$ cat src/rtl/core/rbb_pkg.sv
// Shared types and constants of the RGB box blur stream unit.
// No dependencies; rbb_ctrl, rbb_datapath, the top level and the testbench import it.
package rbb_pkg;

    localparam int CFG_IDX_W  = 2;
    localparam int CFG_DATA_W = 12;

    localparam logic [CFG_IDX_W-1:0] CFG_FRAME_WIDTH  = 2'd0;
    localparam logic [CFG_IDX_W-1:0] CFG_FRAME_HEIGHT = 2'd1;
    localparam logic [CFG_IDX_W-1:0] CFG_RADIUS       = 2'd2;
    localparam logic [CFG_IDX_W-1:0] CFG_MODE         = 2'd3;

    localparam logic [11:0] RST_FRAME_WIDTH  = 12'd1280;
    localparam logic [11:0] RST_FRAME_HEIGHT = 12'd720;
    localparam logic [3:0]  RST_RADIUS       = 4'd1;
    localparam logic        RST_MODE         = 1'b0;

    localparam logic CMD_PIXEL = 1'b0;
    localparam logic CMD_DRAIN = 1'b1;

    localparam logic MODE_MEAN = 1'b0;
    localparam logic MODE_RMS  = 1'b1;

    typedef enum logic [3:0] {
        S_IDLE,
        S_CHECK,
        S_ACC,
        S_FLUSH,
        S_DLOAD,
        S_DIV,
        S_SQRT,
        S_EMIT
    } t_state;

    typedef struct packed {
        logic accept;
        logic win_start;
        logic win_step;
        logic div_start;
        logic div_step;
        logic sq_start;
        logic sq_step;
        logic emit;
    } t_dp_cmd;

    typedef struct packed {
        logic res_ready;
        logic win_last;
        logic div_done;
        logic sq_done;
        logic out_busy;
        logic mode;
    } t_dp_sts;

endpackage

$ cat src/rtl/core/rbb_ctrl.sv
// Sequencer of the box blur: steps one item through store and, when a result
// is due, window sum, division, optional root and output. Depends on rbb_pkg.
module rbb_ctrl import rbb_pkg::*; (
    input  logic    i_clk,
    input  logic    i_rst_n,
    input  logic    i_valid,
    output logic    o_ready,
    input  t_dp_sts i_sts,
    output t_dp_cmd o_cmd
);

    t_state r_state;
    t_state n_state;

    always_ff @(posedge i_clk) begin
        if (!i_rst_n) begin
            r_state <= S_IDLE;
        end else begin
            r_state <= n_state;
        end
    end

    always_comb begin
        n_state = r_state;
        o_cmd   = '0;
        o_ready = 1'b0;
        unique case (r_state)
            S_IDLE: begin
                o_ready = 1'b1;
                if (i_valid) begin
                    o_cmd.accept = 1'b1;
                    n_state      = S_CHECK;
                end
            end
            S_CHECK: begin
                if (i_sts.res_ready) begin
                    o_cmd.win_start = 1'b1;
                    n_state         = S_ACC;
                end else begin
                    n_state = S_IDLE;
                end
            end
            S_ACC: begin
                o_cmd.win_step = 1'b1;
                if (i_sts.win_last) begin
                    n_state = S_FLUSH;
                end
            end
            // last read data is summed here
            S_FLUSH: n_state = S_DLOAD;
            S_DLOAD: begin
                o_cmd.div_start = 1'b1;
                n_state         = S_DIV;
            end
            S_DIV: begin
                if (i_sts.div_done) begin
                    if (i_sts.mode == MODE_RMS) begin
                        o_cmd.sq_start = 1'b1;
                        n_state        = S_SQRT;
                    end else begin
                        n_state = S_EMIT;
                    end
                end else begin
                    o_cmd.div_step = 1'b1;
                end
            end
            S_SQRT: begin
                if (i_sts.sq_done) begin
                    n_state = S_EMIT;
                end else begin
                    o_cmd.sq_step = 1'b1;
                end
            end
            S_EMIT: begin
                if (!i_sts.out_busy) begin
                    o_cmd.emit = 1'b1;
                    n_state    = S_IDLE;
                end
            end
            default: n_state = S_IDLE;
        endcase
    end

endmodule

$ cat config.mk
export PLATFORM = sky130hd
export DESIGN_NAME = rbb_ctrl
export DESIGN_NICKNAME = d
export VERILOG_FILES = /design/src/rtl/core/rbb_pkg.sv /design/src/rtl/core/rbb_ctrl.sv
export SDC_FILE = /design/constraint.sdc
export NUM_CORES = 1
export LEC_CHECK = 0
export ABC_AREA = 1
export BUFFER_PORTS_ARGS = -buffer_cell sky130_fd_sc_hd__buf_2
export CAP_MARGIN = 20
export CORE_AREA = 2 2 39 41
export DETAILED_ROUTE_END_ITERATION = 16
export DIE_AREA = 0 0 41 43
export PLACE_DENSITY = 0.54
export SLEW_MARGIN = 20
export SYNTH_ARGS = -nofsm -noshare
export SYNTH_HDL_FRONTEND = slang
export SYNTH_SLANG_ARGS = --single-unit
$ cat constraint.sdc
create_clock -name i_clk -period 2.1 [get_ports i_clk]
set_clock_uncertainty 0.05 [all_clocks]
set_input_delay 0 -clock i_clk [delete_from_list [all_inputs] [get_ports i_clk]]
set_output_delay 0 -clock i_clk [all_outputs]
set_load 0.1 [all_outputs]
; ---- After elaboration in Yosys (flattened, before gate mapping)
; Index checks and enable logic that the tools add are counted.
[op_classes]
n_mux = 23
reduce_logical = 2
n_eq_ne = 12
[op_table]
columns = operator, count
row1 = one-hot mux 4 bit (8 select lines), 1
row2 = two-way mux 4 bit, 5
row3 = equality test 4 x 3 -> 1 bit (second input constant), 4
row4 = two-way mux 1 bit, 15
row5 = inequality test 2 bit (second input constant), 5
row6 = equality test 4 x 2 -> 1 bit (second input constant), 2
row7 = AND reduction 5 bit, 1
row8 = equality test 4 x 1 -> 1 bit (second input constant), 1
row9 = zero test 4 bit, 1
row10 = two-way mux 2 bit, 2
[totals]
reg_bits = 4
output_inout_bits = 9

; ---- Longest topological paths before layout
[logic_depth]
word_depth = 3
mapped_depth = 10
depth_no_buf = 9

; ---- Worst setup path before layout
; No wires, ideal clock.
[synth_path]
path_type = reg2out
startpoint = register r_state[2]
endpoint = output o_cmd[7] (netlist name)
stages_incl_launch_ff = 3
slack_ps = -1269
arrival_time_ps = 3319
cell_sequence = dfxtp_1 > buf_6 > nor4_1
[synth_rtl]
columns = item, line_no
row1 = "start, declared", rbb_ctrl.sv:12  ; t_state r_state;
row2 = "start signal, assigned", rbb_ctrl.sv:19  ; r_state <= n_state;
row3 = "end, declared", rbb_ctrl.sv:9  ; output t_dp_cmd o_cmd

==> results.cfg <==
[global_route]
antenna_found_initial = 0
groute.usage.overall_pct = 10.4
grt_pass1_wl_um = 1290
grt_pass1_vias = 326
grt_overflow_total = 0
grt_max_degree = 11

[power_and_ir_drop]
power_density_nw_per_um2 = 1810
power.total_uw = 832
p_leak_nw = 0.291
peakVddDrop_mv = 0.392

[setup_path]
crit_required_ns = 2.05
cp_max_fo = 9
end_kind = output pin
critPathLaunchType = flop
slowest_delay_ns = 0.55
cpMaxStageDelayCell = dfxtp_1
crit_path_cell_trace = inv_2, nor4_4, buf_2
crit_type = reg2out
worst_ep_arrival_time_ns = 1.63

[floorplan]
die_h_um = 43
die_area_um2 = 1760
row_count = 14
core_area_um2 = 1380
initial_core_util_pct = 22.8
ios = 18
dieWidth_um = 41

[cells_and_area]
num-fill-cells = 154
largest_register_ffs = 3
stdcell_count = 85
reg_top3 = r_state x3
layout-drive-gt1-share_pct = 55.1
n_antenna_cell = 0
layout_commonest_cell = buf_2
regMostFlops = r_state
fin_util_pct = 33.2
stdcell_area_um2 = 459
area_delta_synth_final_pct = 45.6
layout_common_cells = buf_2 (17), nand2_1 (9), inv_1 (6), nor2_2 (5)
final_nets = 79

[yosys]
synthCells = 49
synth_cell_types = 19
synthesis.nets = 58
ys_ff_latch = 3
syn_area_um2 = 315
ys.warnings.count = 0
avgSynthCellArea_um2 = 6.43
ys_seq_area_share_pct = 19.0

[clocking]
cts-htree-levels = 1
clock_latency_ns = 0.23
cts_max_path_buffers = 2
clock_sinks = 3
ctsResizeCount = 0
cts_tree = yes
clk_pin_slew_ns = 0.04
root_buffer = clkbuf_4
cts_buffers = 3

[route]
drt_iter0_drc = 9
drt_pre_antenna_iters = 2
ant_nets = 0
wl_per_cell_um = 8.74
wirelength_um = 743
vias_per_cell = 4.21
vias = 358
drc_errors = 0

[sta]
hold_viol_final = 0
rsz0062_at_grt = no
maxSlewViolCount = 0
fin_crit_ns = 1.68
slew-limit-headroom_pct = 67.8
final.setup.tns_ns = 0
fin_crit_sh_pct = 80.1
fmax_mhz = 595
setup_violations = 0
worstMarginPinSlew_ns = 0.486

[place]
place_inst = 80
port_buffers = 17
post_dp_cell_area_um2 = 423
dp_hpwl_um = 576
place.gp.congestion = 0.717

[min_path]
hp-class = in2reg

[outcome]
status = finished, final reports clean

[job]
cap_violations = 0
[final timing paths]
check	depth (start not counted)	from	end	slack, ns
setup / recovery	3	r_state[2]	o_cmd[0]	0.42
hold / removal	3	i_sts[1]	r_state[2]	0.08
setup reg to reg	9	r_state[0]	r_state[1]	0.68
hold reg to reg	2	r_state[1]	r_state[1]	0.60
[through the flow]
step | setup slack [ns] | hold WS, ns
2_1_floorplan | -0.433 | 0.0670
3_3_place_gp | 0.642 | 0.209
3_5_place_dp | 0.655 | 0.212
4_1_cts | 0.397 | 0.0756
5_1_grt | 0.328 | 0.140
6_report | 0.419 | 0.0782
[metal layers]
layer / vias to the layer above / part of all wire [%] / GRT usage [%]
met5: - / 0 / 0
met4: 0 / 0 / 2.00
met3: 0 / 7.9 / 4.71
met2: 12 / 45 / 15.0
met1: 150 / 47 / 14.1
li1: 196 / - / -
[cell families (layout without fill, tap and decap cells)]
group | count (synthesis) | count (layout) | synth area share, %
AOI/OAI and AO/OA | 3 | 3 | 4.76
buffers and inverters | 13 | 33 | 21.0
DFF | 3 | 3 | 19.0
and+or+nand+nor | 30 | 30 | 55.2
[worst max-delay path, delay by kind of cell, from the launching register on]
family / cells / cell delay [ns]
buffers and inverters: 2 / 0.60
DFF: 1 / 0.55
and+or+nand+nor: 1 / 0.25
[power breakdown]
part           switching [mW]  total [mW]  internal (mW)
Clock                  0.0315       0.103         0.0713
Sequential             0.0657       0.146         0.0806
Combinational           0.469       0.583          0.114
[cells in the mapped netlist (all sizes together)]
master   n  area (um2)
a21oi    2        10.0
nor3     3        15.0
nand2   11        51.3
inv     11        43.8
nand3    1        10.0
nor4     2        18.8
nand4    3        25.0
nor3b    1        7.51
dfxtp    3        60.1
o21ai    1        5.00
nor2     9        46.3
buf      2        22.5
[repair_timing]
action	4_1_cts	5_1_grt
hold endpoints to repair	3	0
buffers inserted	0	0
hold buffers	1	0
setup endpoints to repair	0	0
[cell type report]
type	instances	area [um2]	area share, %
multi-input combinational	33	214	46.6
clock buffer	4	26.3	5.72
timing repair buffer	18	95.1	20.7
inverter	11	43.8	9.54
sequential	3	60.1	13.1
tap	16	20.0	4.36
Power figures use the tool's default switching activity.
